[config.mk]
export PLATFORM = sky130hd
export DESIGN_NAME = rational_arithmetic_reduce_top
export DESIGN_NICKNAME = d
export VERILOG_FILES = /design/src/rtl/rar_pkg.sv /design/src/rtl/rational_arithmetic_reduce_top.sv /design/src/rtl/rar_sub.sv /design/src/rtl/rar_fsm.sv
export SDC_FILE = /design/constraint.sdc
export NUM_CORES = 2
export LEC_CHECK = 0
export BUFFER_PORTS_ARGS = -buffer_cell sky130_fd_sc_hd__buf_2
export CORE_MARGIN = 3
export CORE_UTILIZATION = 60
export CTS_BUF_LIST = sky130_fd_sc_hd__clkbuf_8
export DETAILED_ROUTE_END_ITERATION = 7
export HOLD_SLACK_MARGIN = 0.1
export PLACE_DENSITY = 0.84
export SETUP_SLACK_MARGIN = 0.2
export SYNTH_ARGS = -nofsm -noshare
export SYNTH_HDL_FRONTEND = slang
export SYNTH_SLANG_ARGS = --single-unit
[constraint.sdc]
create_clock -name clk -period 13.52 [get_ports clk]
set_clock_uncertainty 0.1 [all_clocks]
set_input_delay 0.676 -clock clk [delete_from_list [all_inputs] [get_ports clk]]
set_output_delay 0.676 -clock clk [all_outputs]
set_load 0.02 [all_outputs]
[src/rtl/rar_pkg.sv]
`timescale 1ns / 1ps
// ----------------------------------------------------------------------------
// rar_pkg
// Types and constants for the rational arithmetic reduce block.
// ----------------------------------------------------------------------------
package rar_pkg;

  localparam int OPERAND_W = 16;
  localparam int PROD_W    = 2 * OPERAND_W;
  localparam int RAW_W     = 2 * OPERAND_W + 1;
  localparam int MAG_W     = 2 * OPERAND_W;
  localparam int RES_W     = 32;
  localparam int CNT_W     = $clog2(MAG_W);

  typedef enum logic [1:0] {
    OP_ADD = 2'd0,
    OP_SUB = 2'd1,
    OP_MUL = 2'd2,
    OP_DIV = 2'd3
  } op_t;

  typedef struct packed {
    op_t                         op;
    logic signed [OPERAND_W-1:0] a_num;
    logic signed [OPERAND_W-1:0] a_den;
    logic signed [OPERAND_W-1:0] b_num;
    logic signed [OPERAND_W-1:0] b_den;
  } in_word_t;

  typedef struct packed {
    logic signed [RES_W-1:0] res_num;
    logic signed [RES_W-1:0] res_den;
    logic                    undefined;
  } out_word_t;

  typedef enum logic [3:0] {
    ST_IDLE,
    ST_MUL1,
    ST_MUL2,
    ST_MUL3,
    ST_FORM,
    ST_GCD,
    ST_DIVN,
    ST_DIVD,
    ST_DONE
  } state_t;

  typedef struct packed {
    logic in_fire;
    logic gcd_done;
    logic both_zero;
    logic cnt_last;
    logic out_free;
  } status_t;

  typedef struct packed {
    logic in_ready;
    logic form;
    logic gcd;
    logic divn;
    logic divd;
    logic finish;
  } ctrl_t;

endpackage

[src/rtl/rational_arithmetic_reduce_top.sv]
`timescale 1ns / 1ps
// ----------------------------------------------------------------------------
// rational_arithmetic_reduce_top
// Fraction add/sub/mul/div with reduction to lowest terms.
// ----------------------------------------------------------------------------
// One word at a time. The single signed multiplier forms three products in
// turn (ST_MUL1 to ST_MUL3), ST_FORM forms the raw parts, then a binary gcd
// runs on the shared subtractor (one shift or subtract/swap per cycle), then
// two bit-serial divisions run on the same subtractor, and ST_DONE loads the
// output register once the output is free.
// Both raw parts zero gives 0/0 with undefined set.
module rational_arithmetic_reduce_top
  import rar_pkg::*;
(
  input  logic      clk,
  input  logic      rst_n,
  input  logic      in_valid,
  output logic      in_stall,
  input  in_word_t  in_data,
  output logic      out_valid,
  input  logic      out_stall,
  output out_word_t out_data
);

  state_t  state;
  ctrl_t   ctrl;
  status_t sts;

  in_word_t              in_r;
  logic signed [PROD_W-1:0] p1_r, p2_r, p3_r;
  logic [MAG_W-1:0]      x_r, y_r, nm_r, dm_r, rem_r, dv_r, qn_r, qd_r;
  logic                  sn_r, sd_r, undef_r;
  logic [CNT_W-1:0]      cnt_r;
  logic                  out_valid_r;
  out_word_t             out_r;

  logic signed [OPERAND_W-1:0] mul_a, mul_b;
  logic signed [PROD_W-1:0]    mul_res;
  logic signed [RAW_W-1:0]     p1e, p2e, p3e, rn, rd;
  logic [MAG_W:0]              sub_a, sub_b, sub_d, trial;
  logic                        sub_borrow, qbit;
  logic [MAG_W-1:0]            rem_nxt, dv_nxt;
  logic                        x_zero, y_zero;

  function automatic logic [RES_W-1:0] to_res(input logic [MAG_W-1:0] mag,
                                              input logic neg);
    logic [63:0] e;
    e = {{(64-MAG_W){1'b0}}, mag};
    if (neg) e = -e;
    return e[RES_W-1:0];
  endfunction

  rar_fsm u_fsm (
    .clk   (clk),
    .rst_n (rst_n),
    .sts   (sts),
    .state (state),
    .ctrl  (ctrl)
  );

  assign x_zero = (x_r == '0);
  assign y_zero = (y_r == '0);

  assign sts.in_fire   = in_valid && ctrl.in_ready;
  assign sts.gcd_done  = x_zero || y_zero;
  assign sts.both_zero = x_zero && y_zero;
  assign sts.cnt_last  = (cnt_r == CNT_W'(MAG_W - 1));
  assign sts.out_free  = !out_valid_r || !out_stall;

  // single multiplier, one product per cycle
  always_comb begin
    mul_a = in_r.a_den;
    mul_b = in_r.b_den;
    case (state)
      ST_MUL1: begin
        mul_a = in_r.a_num;
        mul_b = (in_r.op == OP_MUL) ? in_r.b_num : in_r.b_den;
      end
      ST_MUL2: begin
        mul_a = in_r.a_den;
        mul_b = in_r.b_num;
      end
      default: begin
        mul_a = in_r.a_den;
        mul_b = in_r.b_den;
      end
    endcase
  end

  assign mul_res = PROD_W'(mul_a * mul_b);

  always_comb begin
    p1e = RAW_W'(p1_r);
    p2e = RAW_W'(p2_r);
    p3e = RAW_W'(p3_r);
    rn  = p1e;
    rd  = p3e;
    case (in_r.op)
      OP_ADD: rn = p1e + p2e;
      OP_SUB: rn = p1e - p2e;
      OP_MUL: rn = p1e;
      OP_DIV: begin
        rn = p1e;
        rd = p2e;
        if (p2e < 0) begin
          rn = -p1e;
          rd = -p2e;
        end
      end
      default: rn = p1e;
    endcase
  end

  // shared subtractor: x - y in the gcd, trial remainder - g in the divisions
  assign trial = {rem_r, dv_r[MAG_W-1]};
  assign sub_a = ctrl.gcd ? {1'b0, x_r} : trial;
  assign sub_b = ctrl.gcd ? {1'b0, y_r} : {1'b0, x_r};

  rar_sub #(.W(MAG_W + 1)) u_sub (
    .a      (sub_a),
    .b      (sub_b),
    .diff   (sub_d),
    .borrow (sub_borrow)
  );

  assign qbit    = !sub_borrow;
  assign rem_nxt = qbit ? sub_d[MAG_W-1:0] : trial[MAG_W-1:0];
  assign dv_nxt  = {dv_r[MAG_W-2:0], qbit};

  always_ff @(posedge clk) begin
    if (sts.in_fire) begin
      in_r    <= in_data;
      undef_r <= 1'b0;
    end
    case (state)
      ST_MUL1: p1_r <= mul_res;
      ST_MUL2: p2_r <= mul_res;
      ST_MUL3: p3_r <= mul_res;
      default: ;
    endcase
    if (ctrl.form) begin
      sn_r <= rn[RAW_W-1];
      sd_r <= rd[RAW_W-1];
      x_r  <= rn[RAW_W-1] ? MAG_W'(-rn) : MAG_W'(rn);
      nm_r <= rn[RAW_W-1] ? MAG_W'(-rn) : MAG_W'(rn);
      y_r  <= rd[RAW_W-1] ? MAG_W'(-rd) : MAG_W'(rd);
      dm_r <= rd[RAW_W-1] ? MAG_W'(-rd) : MAG_W'(rd);
    end
    if (ctrl.gcd) begin
      rem_r <= '0;
      dv_r  <= nm_r;
      if (x_zero && y_zero) begin
        undef_r <= 1'b1;
      end else if (x_zero) begin
        x_r <= y_r;
      end else if (y_zero) begin
        x_r <= x_r;
      end else if (!x_r[0] && !y_r[0]) begin
        // common factor of two: strip it from the parts being reduced too
        x_r  <= x_r >> 1;
        y_r  <= y_r >> 1;
        nm_r <= nm_r >> 1;
        dm_r <= dm_r >> 1;
      end else if (!x_r[0]) begin
        x_r <= x_r >> 1;
      end else if (!y_r[0]) begin
        y_r <= y_r >> 1;
      end else if (!sub_borrow) begin
        x_r <= sub_d[MAG_W-1:0];
      end else begin
        x_r <= y_r;
        y_r <= x_r;
      end
    end
    if (ctrl.divn || ctrl.divd) begin
      if (sts.cnt_last) begin
        rem_r <= '0;
        dv_r  <= dm_r;
        if (ctrl.divn) qn_r <= dv_nxt;
        else           qd_r <= dv_nxt;
      end else begin
        rem_r <= rem_nxt;
        dv_r  <= dv_nxt;
      end
    end
    if (ctrl.finish) begin
      out_r.undefined <= undef_r;
      out_r.res_num   <= undef_r ? '0 : to_res(qn_r, sn_r);
      out_r.res_den   <= undef_r ? '0 : to_res(qd_r, sd_r);
    end
  end

  always_ff @(posedge clk) begin
    if (!rst_n) begin
      cnt_r       <= '0;
      out_valid_r <= 1'b0;
    end else begin
      if ((ctrl.divn || ctrl.divd) && !sts.cnt_last) cnt_r <= cnt_r + 1'b1;
      else                                          cnt_r <= '0;
      if (ctrl.finish)     out_valid_r <= 1'b1;
      else if (!out_stall) out_valid_r <= 1'b0;
    end
  end

  assign in_stall  = !ctrl.in_ready;
  assign out_valid = out_valid_r;
  assign out_data  = out_r;

  a_busy_after_accept: assert property (@(posedge clk) disable iff (!rst_n)
    (in_valid && !in_stall) |=> in_stall)
    else $error("input taken while a word is in flight");

  a_undef_zero: assert property (@(posedge clk) disable iff (!rst_n)
    (out_valid && out_data.undefined) |-> (out_data.res_num == 0 && out_data.res_den == 0))
    else $error("undefined result not forced to 0/0");

  a_div_nonzero: assert property (@(posedge clk) disable iff (!rst_n)
    (state == ST_DIVN || state == ST_DIVD) |-> (x_r != '0))
    else $error("division by zero gcd");

  a_finish_free: assert property (@(posedge clk) disable iff (!rst_n)
    ctrl.finish |-> (!out_valid_r || !out_stall))
    else $error("output overwritten while stalled");

endmodule

[src/rtl/rar_sub.sv]
`timescale 1ns / 1ps
// ----------------------------------------------------------------------------
// rar_sub
// Shared subtractor with borrow, used for gcd steps and division steps.
// ----------------------------------------------------------------------------
module rar_sub #(
  parameter int W = 33
) (
  input  logic [W-1:0] a,
  input  logic [W-1:0] b,
  output logic [W-1:0] diff,
  output logic         borrow
);

  assign {borrow, diff} = {1'b0, a} - {1'b0, b};

endmodule

[src/rtl/rar_fsm.sv]
`timescale 1ns / 1ps
// ----------------------------------------------------------------------------
// rar_fsm
// Sequencer: multiply, form raw parts, binary gcd, two serial divisions.
// ----------------------------------------------------------------------------
module rar_fsm
  import rar_pkg::*;
(
  input  logic    clk,
  input  logic    rst_n,
  input  status_t sts,
  output state_t  state,
  output ctrl_t   ctrl
);

  state_t state_r, state_nxt;

  always_ff @(posedge clk) begin
    if (!rst_n) begin
      state_r <= ST_IDLE;
    end else begin
      state_r <= state_nxt;
    end
  end

  always_comb begin
    state_nxt = state_r;
    case (state_r)
      ST_IDLE: if (sts.in_fire) state_nxt = ST_MUL1;
      ST_MUL1: state_nxt = ST_MUL2;
      ST_MUL2: state_nxt = ST_MUL3;
      ST_MUL3: state_nxt = ST_FORM;
      ST_FORM: state_nxt = ST_GCD;
      ST_GCD: begin
        if (sts.gcd_done) state_nxt = sts.both_zero ? ST_DONE : ST_DIVN;
      end
      ST_DIVN: if (sts.cnt_last) state_nxt = ST_DIVD;
      ST_DIVD: if (sts.cnt_last) state_nxt = ST_DONE;
      ST_DONE: if (sts.out_free) state_nxt = ST_IDLE;
      default: state_nxt = ST_IDLE;
    endcase
  end

  always_comb begin
    ctrl          = '0;
    ctrl.in_ready = (state_r == ST_IDLE);
    ctrl.form     = (state_r == ST_FORM);
    ctrl.gcd      = (state_r == ST_GCD);
    ctrl.divn     = (state_r == ST_DIVN);
    ctrl.divd     = (state_r == ST_DIVD);
    ctrl.finish   = (state_r == ST_DONE) && sts.out_free;
  end

  assign state = state_r;

endmodule

==> flow_summary_export.csv <==
group,metric,value,unit
run_status,run_status,"finished clean",
placed_design,postPlaceCellArea,40500,sq um
synth,synth_nets,4652,
hold_path,holdPathEnd,"u_fsm.state[2]",
route,first_pass_iters,6,
global_route,busiest_layer,"met2",
timing,fmax,107,MHz
final_layout,fill_cells,4806,
worst_setup_path,critical_path_buf_inv_count,8,
route,routed_wl,108,mm
placed_design,portBuffers,136,
die,initial_core_util,61.2,%
global_route,first_global_vias,31600,
synth,synthArstFlopShare,0,%
worst_setup_path,crit_family,"adder cells",
timing,relSlewSlack,8.31,%
clocking,numCtsBuffers,81,
synth,syn_avg_cell_area,9.36,sq um
die,die_w,261,um
timing,rsz0062_at_grt,"no",
global_route,grt_first_pass_wirelength,170,mm
worst_setup_path,critical_path.startpoint_type,"flip-flop",
route,drt_iter0_markers,3935,
clocking,cts_resized,0,
global_route,grt_max_degree,92,
hold_path,hold_path_depth,2,
clocking,cts_tree,"built",
final_layout,area_delta_synth_final,9.83,%
hold_path,hold_class,"in -> reg",
clocking,cts_max_level,3,
global_route,use_met3,4.83,%
route,wl_per_cell,20.7,um
global_route,gr-total-overflow,0,
die,io_pins,137,
synth,synth_seq_area_share,35.5,%
placed_design,place_congestion,0.984,
final_layout,layout_common_cells,"nand2_1, nor2_1, edfxtp_1",
synth,syn_inst,4162,
worst_setup_path,end_kind,"flip-flop",
clocking,post-cts-setup-buffers,0,
route,ant_nets,0,
hold_path,min_from,"rst_n",
route,via_per_inst,6.19,
route,vias,32200,
synth,syn-cell-area,39000,sq um
timing,final.setup.tns,0,ns
die,die_y,261,um
global_route,globalRouteMet2Util,51.4,%
timing,min_period_over_period,69.1,%
placed_design,pre_cts_ws,4.35,ns
clocking,clockBufferDepth,3,
die,die_area,68000,sq um
timing,period_minus_slack,9.35,ns
final_layout,final_common_cell,"nand2_1",
synth,ys_types,90,
worst_setup_path,r2r_setup_slack,4.17,ns
global_route,antenna_found_initial,2,
clocking,root_buffer,"clkbuf_8",
timing,finalHoldViolCount,0,
synth,synth_edf_count,389,
worst_setup_path,critical-path-max-stage-delay,0.57,ns
final_layout,design_area,42800,sq um
job,cap_violations,0,
timing,finalMaxSlewViolations,0,
placed_design,dp_hpwl,79.7,mm
synth,yosys_most_used_dff,"edfxtp_1",
final_layout,final_nets,4793,
route,remaining_drc_errors,0,
die,num_rows,92,
final_layout,drive_above_1_share,8.96,%
synth,ys_ff_latch,496,
worst_setup_path,rr_startpoint,"u_fsm.state[0]",
worst_setup_path,slowest_stage,"fa_1",
timing,worst_slack,4.17,ns
die,core_area,63700,sq um
worst_setup_path,path_class,"reg -> reg",
timing,worst_slew_pin_slew,1.34,ns
worst_setup_path,reg2reg_depth,33,
timing,setup_viol,0,
clocking,clock_sinks,496,
worst_setup_path,cp_max_fo,33,
worst_setup_path,worstPathRequired,13.84,ns
global_route,use_met1,40.0,%
clocking,path_clk_slew,0.06,ns
worst_setup_path,cp_common_cell,"fa_1",
worst_setup_path,worst_r2r_endpoint,"p1_r[30]",
global_route,grt.total_usage,31.6,%
clocking,holdBufCountCts,66,
clocking,clk_latency,0.73,ns
worst_setup_path,arrival,9.67,ns
synth,synth_warnings,0,
## cell usage after synthesis (all sizes together), types with 15 or more instances
cell type / n / area share, %
a21oi: 234 / 3.0
nor4: 30 / 0.50
o32ai: 18 / 0.40
and3: 21 / 0.34
o22ai: 17 / 0.27
nand2: 515 / 5.0
nor2b: 27 / 0.43
buf: 25 / 0.31
fa: 264 / 14
nand4: 24 / 0.39
a21o: 47 / 0.91
clkbuf: 178 / 1.7
o41ai: 27 / 0.72
edfxtp: 389 / 30
mux2: 33 / 0.95
a221oi: 28 / 0.63
mux2i: 130 / 3.3
xnor2: 118 / 2.7
o31ai: 67 / 1.3
xor2: 153 / 3.4
o21a: 28 / 0.54
a41oi: 15 / 0.34
nor2: 484 / 4.7
a22oi: 23 / 0.44
dfxtp: 107 / 5.5
inv: 349 / 3.4
or3: 38 / 0.62
nand3: 47 / 0.64
nor3: 65 / 0.83
o21ai: 246 / 3.2
a31oi: 35 / 0.56
or4: 18 / 0.35
ha: 156 / 5.0
nand2b: 24 / 0.39
## state kept, by name (all words and copies together) (netlist names), 4 cells and up
name,flops
cnt_r,5
dm_r,32
dv_r,32
in_r,66
nm_r,32
out_data,65
p1_r,32
p2_r,32
p3_r,32
qd_r,32
qn_r,32
rem_r,32
u_fsm.state,4
x_r,32
y_r,32
## metrics by stage
step	hold slack (ns)	instances	utilization, %
after floorplan	0.318	4162	-
final	0.201	5212	67.2
after detailed placement	0.351	5000	63.6
after global routing	0.202	5212	67.2
after CTS	0.165	5210	67.2
after global placement	0.337	5000	63.6
## worst reg2reg max path, delay by kind of cell, from the launching register on
family                   cells  cell delay, ns
multiplexers                 1            0.21
flip-flops                   1            0.45
adder cells (fa/ha/maj)      7            3.37
buffers and inverters        8            1.79
XOR/XNOR                     1            0.14
AND/OR/NAND/NOR              7            0.93
AO/OA/AOI/OAI                9            2.12
## metal layers
| metal | part of all wire [%] | vias up |
|---|---|---|
| li1 | - | 14800 |
| met1 | 39 | 15300 |
| met2 | 46 | 1768 |
| met3 | 8.5 | 391 |
| met4 | 6.8 | 0 |
| met5 | 0 | - |
## how the worst max path moves through the flow
stage / startpoint / end / slack (ns) / depth (start not counted)
floorplan: u_fsm.state[2] / p1_r[30] / 3.68 / 32
global placement: u_fsm.state[0] / p2_r[30] / 4.69 / 33
detailed placement: u_fsm.state[0] / p2_r[30] / 4.35 / 33
CTS: u_fsm.state[3] / p1_r[30] / 4.28 / 33
global route: u_fsm.state[3] / p2_r[28] / 3.66 / 31
finish: u_fsm.state[0] / p1_r[30] / 4.17 / 33
## cell type report
class | instances | area, sq um | share of cell area, %
Multi-Input combinational cell | 3112 | 23100 | 54.1
Inverter | 351 | 1320 | 3.08
Timing Repair Buffer | 261 | 1780 | 4.17
Clock buffer | 99 | 1360 | 3.18
Antenna cell | 2 | 5.00 | 0.0117
Clock inverter | 45 | 294 | 0.687
Sequential cell | 496 | 13800 | 32.3
Tap cell | 846 | 1060 | 2.47
## cells by family (layout without fill, tap and decap cells)
| logic type | count (synthesis) | after routing | synth area share, % |
|---|---|---|---|
| AND/OR/NAND/NOR | 1362 | 1362 | 15.5 |
| AO/OA/AOI/OAI | 896 | 896 | 14.7 |
| XOR/XNOR | 271 | 271 | 6.09 |
| flip-flops | 496 | 496 | 35.5 |
| adder cells (fa/ha/maj) | 420 | 420 | 18.6 |
| multiplexers | 163 | 163 | 4.30 |
| buffers and inverters | 554 | 756 | 5.40 |
| other | 0 | 2 | 0 |
Power is not shown: default switching activity piles up to over one toggle a cycle in this logic, so the estimate is an artifact.
